--- config.mk ---
export PLATFORM = sky130hd
export DESIGN_NAME = escape_sequence_decoder_flat
export DESIGN_NICKNAME = d
export VERILOG_FILES = /design/src/hdl/esd_pkg.sv /design/src/hdl/esd_in_if.sv /design/src/hdl/esd_out_if.sv /design/src/hdl/escape_sequence_decoder.sv /design/src/flat_wrapper.sv
export SDC_FILE = /design/constraint.sdc
export NUM_CORES = 1
export LEC_CHECK = 0
export CAP_MARGIN = 20
export CELL_PAD_IN_SITES_DETAIL_PLACEMENT = 0
export CELL_PAD_IN_SITES_GLOBAL_PLACEMENT = 2
export CORE_MARGIN = 1
export CORE_UTILIZATION = 33
export CTS_CLUSTER_DIAMETER = 120
export DETAILED_ROUTE_END_ITERATION = 12
export DONT_BUFFER_PORTS = 1
export PLACE_DENSITY_LB_ADDON = 0.15
export RECOVER_POWER = 50
export SYNTH_ARGS = -nofsm -noshare
export SYNTH_HDL_FRONTEND = slang
export SYNTH_SLANG_ARGS = --single-unit
--- constraint.sdc ---
create_clock -name clk -period 7.5 [get_ports clk]
set_clock_uncertainty 0.2 [all_clocks]
set_input_delay 1.125 -clock clk [delete_from_list [all_inputs] [get_ports clk]]
set_output_delay 1.125 -clock clk [all_outputs]
set_load 0.03 [all_outputs]
--- src/hdl/esd_pkg.sv ---
// Package with the shared constants and types of the escape sequence decoder.
package esd_pkg;

	localparam int CHAR_BITS_DEFAULT = 16;
	localparam int UNIT_W = 16;
	localparam int NUM_W = 31;
	localparam int FIFO_DEPTH = 4;
	localparam int FIFO_AW = $clog2(FIFO_DEPTH);

	localparam logic [NUM_W-1:0] NUM_MAX = '1;

	// Decoder modes.
	localparam logic [1:0] MODE_PLAIN = 2'd0;
	localparam logic [1:0] MODE_ESCAPE = 2'd1;
	localparam logic [1:0] MODE_HEX = 2'd2;
	localparam logic [1:0] MODE_OCTAL = 2'd3;

	// Characters the decoder looks for.
	localparam logic [UNIT_W-1:0] CH_BACKSLASH = 16'h005C;
	localparam logic [UNIT_W-1:0] CH_END = 16'h0000;
	localparam logic [UNIT_W-1:0] CH_LOW_A = 16'h0061;
	localparam logic [UNIT_W-1:0] CH_LOW_B = 16'h0062;
	localparam logic [UNIT_W-1:0] CH_LOW_F = 16'h0066;
	localparam logic [UNIT_W-1:0] CH_LOW_N = 16'h006E;
	localparam logic [UNIT_W-1:0] CH_LOW_R = 16'h0072;
	localparam logic [UNIT_W-1:0] CH_LOW_T = 16'h0074;
	localparam logic [UNIT_W-1:0] CH_LOW_V = 16'h0076;
	localparam logic [UNIT_W-1:0] CH_LOW_X = 16'h0078;
	localparam logic [UNIT_W-1:0] CH_UP_A = 16'h0041;
	localparam logic [UNIT_W-1:0] CH_UP_F = 16'h0046;
	localparam logic [UNIT_W-1:0] CH_DIG_0 = 16'h0030;
	localparam logic [UNIT_W-1:0] CH_DIG_7 = 16'h0037;
	localparam logic [UNIT_W-1:0] CH_DIG_9 = 16'h0039;

	// Control codes produced by the single letter escapes.
	localparam logic [UNIT_W-1:0] CC_BEL = 16'h0007;
	localparam logic [UNIT_W-1:0] CC_BS = 16'h0008;
	localparam logic [UNIT_W-1:0] CC_HT = 16'h0009;
	localparam logic [UNIT_W-1:0] CC_LF = 16'h000A;
	localparam logic [UNIT_W-1:0] CC_VT = 16'h000B;
	localparam logic [UNIT_W-1:0] CC_FF = 16'h000C;
	localparam logic [UNIT_W-1:0] CC_CR = 16'h000D;

	typedef struct packed {
		logic [UNIT_W-1:0] out_unit;
		logic              ends_string;
	} result_t;

endpackage

--- src/hdl/esd_in_if.sv ---
// Input channel of the escape sequence decoder: one code unit per word.
interface esd_in_if;
	logic                        valid;
	logic                        ready;
	logic [esd_pkg::UNIT_W-1:0]  code_unit;

	modport source (output valid, output code_unit, input ready);
	modport sink (input valid, input code_unit, output ready);
endinterface

--- src/hdl/esd_out_if.sv ---
// Output channel of the escape sequence decoder: one decoded unit per word.
interface esd_out_if;
	logic                        valid;
	logic                        ready;
	logic [esd_pkg::UNIT_W-1:0]  out_unit;
	logic                        ends_string;

	modport source (output valid, output out_unit, output ends_string, input ready);
	modport sink (input valid, input out_unit, input ends_string, output ready);
endinterface

--- src/hdl/escape_sequence_decoder.sv ---
// Escape sequence decoder: input register, decode logic and a four word result queue.
// The input register holds an accepted word while it is decoded; its results are written into
// the result queue and show on the output from there.
// Throughput: one input word per cycle while the result queue holds two words or
// fewer; a word that yields two results writes both at once and the output drains them in turn.
// Reset clears the mode, the number accumulator and the queue; the string starts in plain text.
module escape_sequence_decoder #(
	parameter int CHAR_BITS = esd_pkg::CHAR_BITS_DEFAULT
) (
	input logic      clk,
	input logic      arst_n,
	esd_in_if.sink   din,
	esd_out_if.source dout
);

	localparam logic [esd_pkg::UNIT_W-1:0] CHAR_MASK = (CHAR_BITS >= esd_pkg::UNIT_W) ?
		'1 : esd_pkg::UNIT_W'((32'd1 << CHAR_BITS) - 32'd1);

	// Input register.
	logic                          valid_s1;
	logic [esd_pkg::UNIT_W-1:0]    code_s1;

	// Decoder state.
	logic [1:0]                    mode_q;
	logic [esd_pkg::NUM_W-1:0]     value_q;
	logic                          ovf_q;

	// Result queue.
	esd_pkg::result_t              fifo_q [esd_pkg::FIFO_DEPTH];
	logic [esd_pkg::FIFO_AW-1:0]   wp_q;
	logic [esd_pkg::FIFO_AW-1:0]   rp_q;
	logic [esd_pkg::FIFO_AW:0]     count_q;

	logic                          advance;
	logic                          pop;

	logic [1:0]                    n_mode;
	logic [esd_pkg::NUM_W-1:0]     n_value;
	logic                          n_ovf;
	esd_pkg::result_t              res_a;
	esd_pkg::result_t              res_b;
	logic [1:0]                    n_res;

	logic [3:0]                    dig;
	logic                          is_hex;
	logic                          is_oct;
	logic                          emit_num;
	logic                          do_plain;
	esd_pkg::result_t              plain_res;
	logic                          plain_has;

	// The queue must have room for two results before a word is decoded.
	assign advance = valid_s1 && (count_q <= (esd_pkg::FIFO_AW+1)'(esd_pkg::FIFO_DEPTH - 2));
	assign din.ready = !valid_s1 || advance;
	assign pop = dout.valid && dout.ready;
	assign dout.valid = (count_q != '0);
	assign dout.out_unit = fifo_q[rp_q].out_unit;
	assign dout.ends_string = fifo_q[rp_q].ends_string;

	always_comb begin
		dig = code_s1[3:0];
		is_hex = 1'b0;
		is_oct = 1'b0;
		if (code_s1 >= esd_pkg::CH_DIG_0 && code_s1 <= esd_pkg::CH_DIG_9) begin
			is_hex = 1'b1;
			is_oct = (code_s1 <= esd_pkg::CH_DIG_7);
		end else if ((code_s1 >= esd_pkg::CH_LOW_A && code_s1 <= esd_pkg::CH_LOW_F) ||
				(code_s1 >= esd_pkg::CH_UP_A && code_s1 <= esd_pkg::CH_UP_F)) begin
			is_hex = 1'b1;
			dig = code_s1[3:0] + 4'd9;
		end
	end

	always_comb begin
		n_mode = mode_q;
		n_value = value_q;
		n_ovf = ovf_q;
		res_a = '0;
		res_b = '0;
		n_res = 2'd0;
		emit_num = 1'b0;
		do_plain = 1'b0;
		plain_res = '0;
		plain_has = 1'b0;

		case (mode_q)
			esd_pkg::MODE_HEX, esd_pkg::MODE_OCTAL: begin
				if ((mode_q == esd_pkg::MODE_HEX) ? is_hex : is_oct) begin
					if (!ovf_q) begin
						if (mode_q == esd_pkg::MODE_HEX) begin
							if (value_q[esd_pkg::NUM_W-1 -: 4] != '0) begin
								n_ovf = 1'b1;
								n_value = esd_pkg::NUM_MAX;
							end else begin
								n_value = {value_q[esd_pkg::NUM_W-5:0], dig};
							end
						end else begin
							if (value_q[esd_pkg::NUM_W-1 -: 3] != '0) begin
								n_ovf = 1'b1;
								n_value = esd_pkg::NUM_MAX;
							end else begin
								n_value = {value_q[esd_pkg::NUM_W-4:0], dig[2:0]};
							end
						end
					end
				end else begin
					// The digit run ends: emit its number, then treat this word as plain text.
					emit_num = 1'b1;
					n_mode = esd_pkg::MODE_PLAIN;
					n_value = '0;
					n_ovf = 1'b0;
					do_plain = 1'b1;
				end
			end
			esd_pkg::MODE_ESCAPE: begin
				n_mode = esd_pkg::MODE_PLAIN;
				plain_has = 1'b1;
				plain_res.out_unit = code_s1;
				case (code_s1)
					esd_pkg::CH_LOW_A: plain_res.out_unit = esd_pkg::CC_BEL;
					esd_pkg::CH_LOW_B: plain_res.out_unit = esd_pkg::CC_BS;
					esd_pkg::CH_LOW_F: plain_res.out_unit = esd_pkg::CC_FF;
					esd_pkg::CH_LOW_N: plain_res.out_unit = esd_pkg::CC_LF;
					esd_pkg::CH_LOW_R: plain_res.out_unit = esd_pkg::CC_CR;
					esd_pkg::CH_LOW_T: plain_res.out_unit = esd_pkg::CC_HT;
					esd_pkg::CH_LOW_V: plain_res.out_unit = esd_pkg::CC_VT;
					esd_pkg::CH_LOW_X: begin
						plain_has = 1'b0;
						n_mode = esd_pkg::MODE_HEX;
						n_value = '0;
						n_ovf = 1'b0;
					end
					esd_pkg::CH_END: plain_res.ends_string = 1'b1;
					default: begin
						if (is_oct) begin
							plain_has = 1'b0;
							n_mode = esd_pkg::MODE_OCTAL;
							n_value = esd_pkg::NUM_W'(code_s1[2:0]);
							n_ovf = 1'b0;
						end
					end
				endcase
			end
			default: begin
				do_plain = 1'b1;
			end
		endcase

		if (do_plain) begin
			if (code_s1 == esd_pkg::CH_END) begin
				plain_has = 1'b1;
				plain_res.ends_string = 1'b1;
			end else if (code_s1 == esd_pkg::CH_BACKSLASH) begin
				n_mode = esd_pkg::MODE_ESCAPE;
			end else begin
				plain_has = 1'b1;
				plain_res.out_unit = code_s1;
			end
		end

		plain_res.out_unit = plain_res.out_unit & CHAR_MASK;

		if (emit_num) begin
			res_a.out_unit = value_q[esd_pkg::UNIT_W-1:0] & CHAR_MASK;
			res_a.ends_string = 1'b0;
			res_b = plain_res;
			n_res = plain_has ? 2'd2 : 2'd1;
		end else begin
			res_a = plain_res;
			n_res = plain_has ? 2'd1 : 2'd0;
		end
	end

	always_ff @(posedge clk or negedge arst_n) begin
		if (!arst_n) begin
			valid_s1 <= 1'b0;
			mode_q <= esd_pkg::MODE_PLAIN;
			value_q <= '0;
			ovf_q <= 1'b0;
			wp_q <= '0;
			rp_q <= '0;
			count_q <= '0;
		end else begin
			if (din.ready) begin
				valid_s1 <= din.valid;
			end
			if (advance) begin
				mode_q <= n_mode;
				value_q <= n_value;
				ovf_q <= n_ovf;
				wp_q <= wp_q + esd_pkg::FIFO_AW'(n_res);
			end
			if (pop) begin
				rp_q <= rp_q + 1'b1;
			end
			count_q <= count_q + (advance ? (esd_pkg::FIFO_AW+1)'(n_res) : '0)
				- (esd_pkg::FIFO_AW+1)'(pop);
		end
	end

	always_ff @(posedge clk) begin
		if (din.valid && din.ready) begin
			code_s1 <= din.code_unit;
		end
		if (advance && n_res != 2'd0) begin
			fifo_q[wp_q] <= res_a;
		end
		if (advance && n_res == 2'd2) begin
			fifo_q[wp_q + 1'b1] <= res_b;
		end
	end

`ifndef NO_ASSERTIONS
	a_count_bound: assert property (@(posedge clk) disable iff (!arst_n)
		count_q <= (esd_pkg::FIFO_AW+1)'(esd_pkg::FIFO_DEPTH))
		else $error("result queue holds more words than it has entries");

	a_number_idle_clear: assert property (@(posedge clk) disable iff (!arst_n)
		(mode_q == esd_pkg::MODE_PLAIN || mode_q == esd_pkg::MODE_ESCAPE) |->
		(value_q == '0 && !ovf_q))
		else $error("number accumulator not cleared outside a digit run");

	a_ovf_saturates: assert property (@(posedge clk) disable iff (!arst_n)
		ovf_q |-> value_q == esd_pkg::NUM_MAX)
		else $error("overflowed number is not saturated");

	a_escape_one_word: assert property (@(posedge clk) disable iff (!arst_n)
		(advance && mode_q == esd_pkg::MODE_ESCAPE) |=> mode_q != esd_pkg::MODE_ESCAPE)
		else $error("escape mode lasted past the escaped word");

	a_no_pop_when_empty: assert property (@(posedge clk) disable iff (!arst_n)
		($past(count_q) == '0 && !$past(advance)) |-> count_q == '0)
		else $error("result queue count changed without a push");
`endif

endmodule
--- src/flat_wrapper.sv ---
// flat-port wrapper written by rule: the top's interface ports become plain ports
module escape_sequence_decoder_flat 
#(
	parameter int CHAR_BITS = esd_pkg::CHAR_BITS_DEFAULT
)
  (clk, arst_n, din_valid, din_code_unit, din_ready, dout_valid, dout_out_unit, dout_ends_string, dout_ready);
  esd_in_if din_i ();
  esd_out_if dout_i ();
  input logic clk;
  input logic arst_n;
  input wire logic [$bits(din_i.valid)-1:0] din_valid;
  input wire logic [$bits(din_i.code_unit)-1:0] din_code_unit;
  output wire logic [$bits(din_i.ready)-1:0] din_ready;
  output wire logic [$bits(dout_i.valid)-1:0] dout_valid;
  output wire logic [$bits(dout_i.out_unit)-1:0] dout_out_unit;
  output wire logic [$bits(dout_i.ends_string)-1:0] dout_ends_string;
  input wire logic [$bits(dout_i.ready)-1:0] dout_ready;
  assign din_i.valid = din_valid;
  assign din_i.code_unit = din_code_unit;
  assign din_ready = din_i.ready;
  assign dout_valid = dout_i.valid;
  assign dout_out_unit = dout_i.out_unit;
  assign dout_ends_string = dout_i.ends_string;
  assign dout_i.ready = dout_ready;
  escape_sequence_decoder #(.CHAR_BITS(CHAR_BITS)) u_core (.clk(clk), .arst_n(arst_n), .din(din_i), .dout(dout_i));
endmodule
==> results.yml <==
floorplan:
  coreArea_um2: 21100
  start_util: 0.337
  die-area_um2: 22100
  ios: 39
  die_h_um: 149
  die_w_um: 149
  placement_rows: 53
global_routing:
  track_usage: 0.181
  grt_pass1_wl_mm: 29.9
  grt_overflow: 0
  antenna_found_initial: 0
  grt_pass1_vias: 4900
  grt_max_degree: 43
critical_path:
  worstPathRequired_ns: 7.44
  end_kind: "register"
  crit_chain: "or4_1, or3_1, o41ai_1, a21boi_2, clkbuf_1, o21a_1, ha_1, nand3_1, nor3_2, buf_4, a21o_1, a221oi_1"
  cp_max_fo: 15
  arrival_ns: 5.77
  cp-start-kind: "register"
  slowest_stage: "o41ai_1"
  cp_slowest_stage_delay_ns: 1.00
  worstSetupPathType: "reg -> reg"
min_path:
  hp-class: "in -> async"
yosys:
  synth_area_per_cell_um2: 12.1
  synth_area_leaders: "edfxtp_1 35%, dfrtp_1 15%, mux2_4 6.1%, mux4_2 5.4%, a22o_1 4.4%"
  syn_area_um2: 7110
  synthesis.nets: 620
  synth-async-reset-ratio: 0.333
  yosysMostFrequentCell: "edfxtp_1"
  synth_seq_cells: 126
  yosysSeqAreaShare: 0.502
  syn-instance-count: 588
  synth_top_cell_by_area: "edfxtp_1"
  synth_common_cells: "84 x edfxtp_1, 48 x o22ai_1, 44 x nor2_1"
  synth_top_area_share: 0.355
  synth.distinct_cells: 72
  ys.flop_type: "edfxtp_1"
  synth_edf_count: 84
  yosysWarningCount: 0
clock_tree:
  cts_num_sinks: 126
  cts_tree: "done"
  ctsHoldBuffers: 0
  clk_latency_ns: 0.42
  cts_max_level: 4
  cts_root_buffer: "clkbuf_16"
  cts_resized: 0
  post-cts-setup-buffer-count: 0
  clockBufferDepth: 2
  cts_inserted_buffers: 17
  cts.clk_slew.worst_paths_ns: 0.06
sta:
  period_needed_ns: 5.82
  max_slew_margin: -0.399
  whs_ns: 0.199
  worst_pin_slew_ns: 2.10
  tns_ns: 0
  period_share: 0.776
  maxSlewViolCount: 32
  rsz0062_at_grt: "false"
  hold_viol: 0
  worst_slack_ns: 1.68
  fmaxAchievable_ghz: 0.172
  finalSetupViolations: 0
detailed_routing:
  wl_mm: 19.2
  vias_per_cell: 5.76
  vias: 4978
  drtIter0Drc: 630
  wire_per_inst_um: 22.2
  ant_nets: 0
  drc: 0
  firstDrtPassIters: 6
power_and_ir_drop:
  pwr_density_cell_nw_per_um2: 325
  max-vdd-ir-drop_mv: 0.144
  p_leak_nw: 2.87
  total_power_mw: 2.55
final_layout:
  final_core_util: 0.372
  nets: 608
  fin_area_um2: 7850
  drive_gt1_frac: 0.132
  antenna_cells: 0
  synthToLayoutAreaGrowth_pct: 10.3
  fin_cells: 864
placed_design:
  port_buffers: 0
  place_ws_ns: 2.38
  post-dp-hpwl_mm: 13.3
  place_area_um2: 7330
  dp.cells: 829
  gp_congestion: 0.805
job:
  drv_cap: 1
run_status:
  violations: "max-capacitance violations, max-slew violations"
  status: "complete, but fails checks"
-- power by group --
| part | internal, mW | total [mW] | switching [mW] |
|---|---|---|---|
| Sequential | 0.903 | 1.02 | 0.117 |
| Clock | 0.537 | 0.891 | 0.354 |
| Combinational | 0.231 | 0.644 | 0.413 |
-- worst paths after layout --
kind	startpoint	end	slack, ns	cells after the start
setup / recovery	u_core.code_s1[8]	u_core.fifo_q[1][2]	1.68	12
hold / removal	arst_n	u_core.mode_q[0]	0.20	0
setup reg to reg	u_core.code_s1[8]	u_core.fifo_q[1][2]	1.68	12
hold reg to reg	u_core.count_q[2]	u_core.count_q[2]	0.29	1
max in group asynchronous	arst_n	u_core.value_q[11]	6.80	0
min in group clk	u_core.count_q[2]	u_core.count_q[2]	0.29	1
-- sequential cells by signal, indices dropped and copies added (netlist names) --
register / count
u_core.fifo_q: 68
u_core.value_q: 31
u_core.code_s1: 16
u_core.count_q: 3
u_core.mode_q: 2
u_core.rp_q: 2
u_core.wp_q: 2
u_core.ovf_q: 1
u_core.valid_s1: 1
-- layer usage --
layer,GRT usage,share of wire,vias to the layer above
met5,0,0,-
met4,0.0546,0.010,0
met3,0.0349,0.043,13
met2,0.271,0.45,140
met1,0.264,0.49,2524
li1,-,-,2301
-- critical path, delay by kind of cell, from the launching register on --
kind,cells,cell delay [ns]
AOI/OAI and AO/OA,5,2.16
adders and majority gates,1,0.24
buffers and inverters,2,0.76
DFF,1,0.51
and+or+nand+nor,4,1.66
-- cell families (layout without fill, tap and decap cells) --
kind of cell               after synthesis  in the layout  share of synthesized area
and+or+nand+nor                        157            157                      0.115
buffers and inverters                   54             55                     0.0347
AOI/OAI and AO/OA                      173            173                      0.176
adders and majority gates               12             12                     0.0222
xor gates and xnor gates                15             15                     0.0274
muxes                                   51             51                      0.122
DFF                                    126            126                      0.502
-- placed cells by master, fill, tap and decap left out, types with 7 or more instances in the layout --
| cell type | netlist | layout |
|---|---|---|
| edfxtp_1 | 84 | 84 |
| and2_1 | 10 | 7 |
| or3_1 | 7 | 7 |
| nor4_1 | 8 | 8 |
| a21oi_1 | 27 | 27 |
| nand2_1 | 25 | 25 |
| a22o_1 | 36 | 36 |
| o21ai_0 | 16 | 16 |
| ha_1 | 11 | 11 |
| nand2b_1 | 9 | 9 |
| xnor2_1 | 9 | 9 |
| and3_1 | 7 | 7 |
| inv_6 | 0 | 7 |
| mux2_1 | 0 | 25 |
| nor3_1 | 13 | 11 |
| clkbuf_16 | 0 | 17 |
| o22ai_1 | 48 | 48 |
| dfrtp_1 | 42 | 42 |
| nand3_1 | 10 | 10 |
| nor2_1 | 44 | 44 |
| inv_1 | 12 | 12 |
| mux4_2 | 17 | 17 |
-- final cells by class --
cell class                      instances  area [um^2]
Sequential cell                       126         3570
Multi-Input combinational cell        408         3180
Fill cell                            2096        13200
Clock buffer                           17          425
Timing Repair Buffer                    9         77.6
Inverter                               14         52.6
Clock inverter                         15          198
Tap cell                              275          344
(Power assumes the default switching activity.)
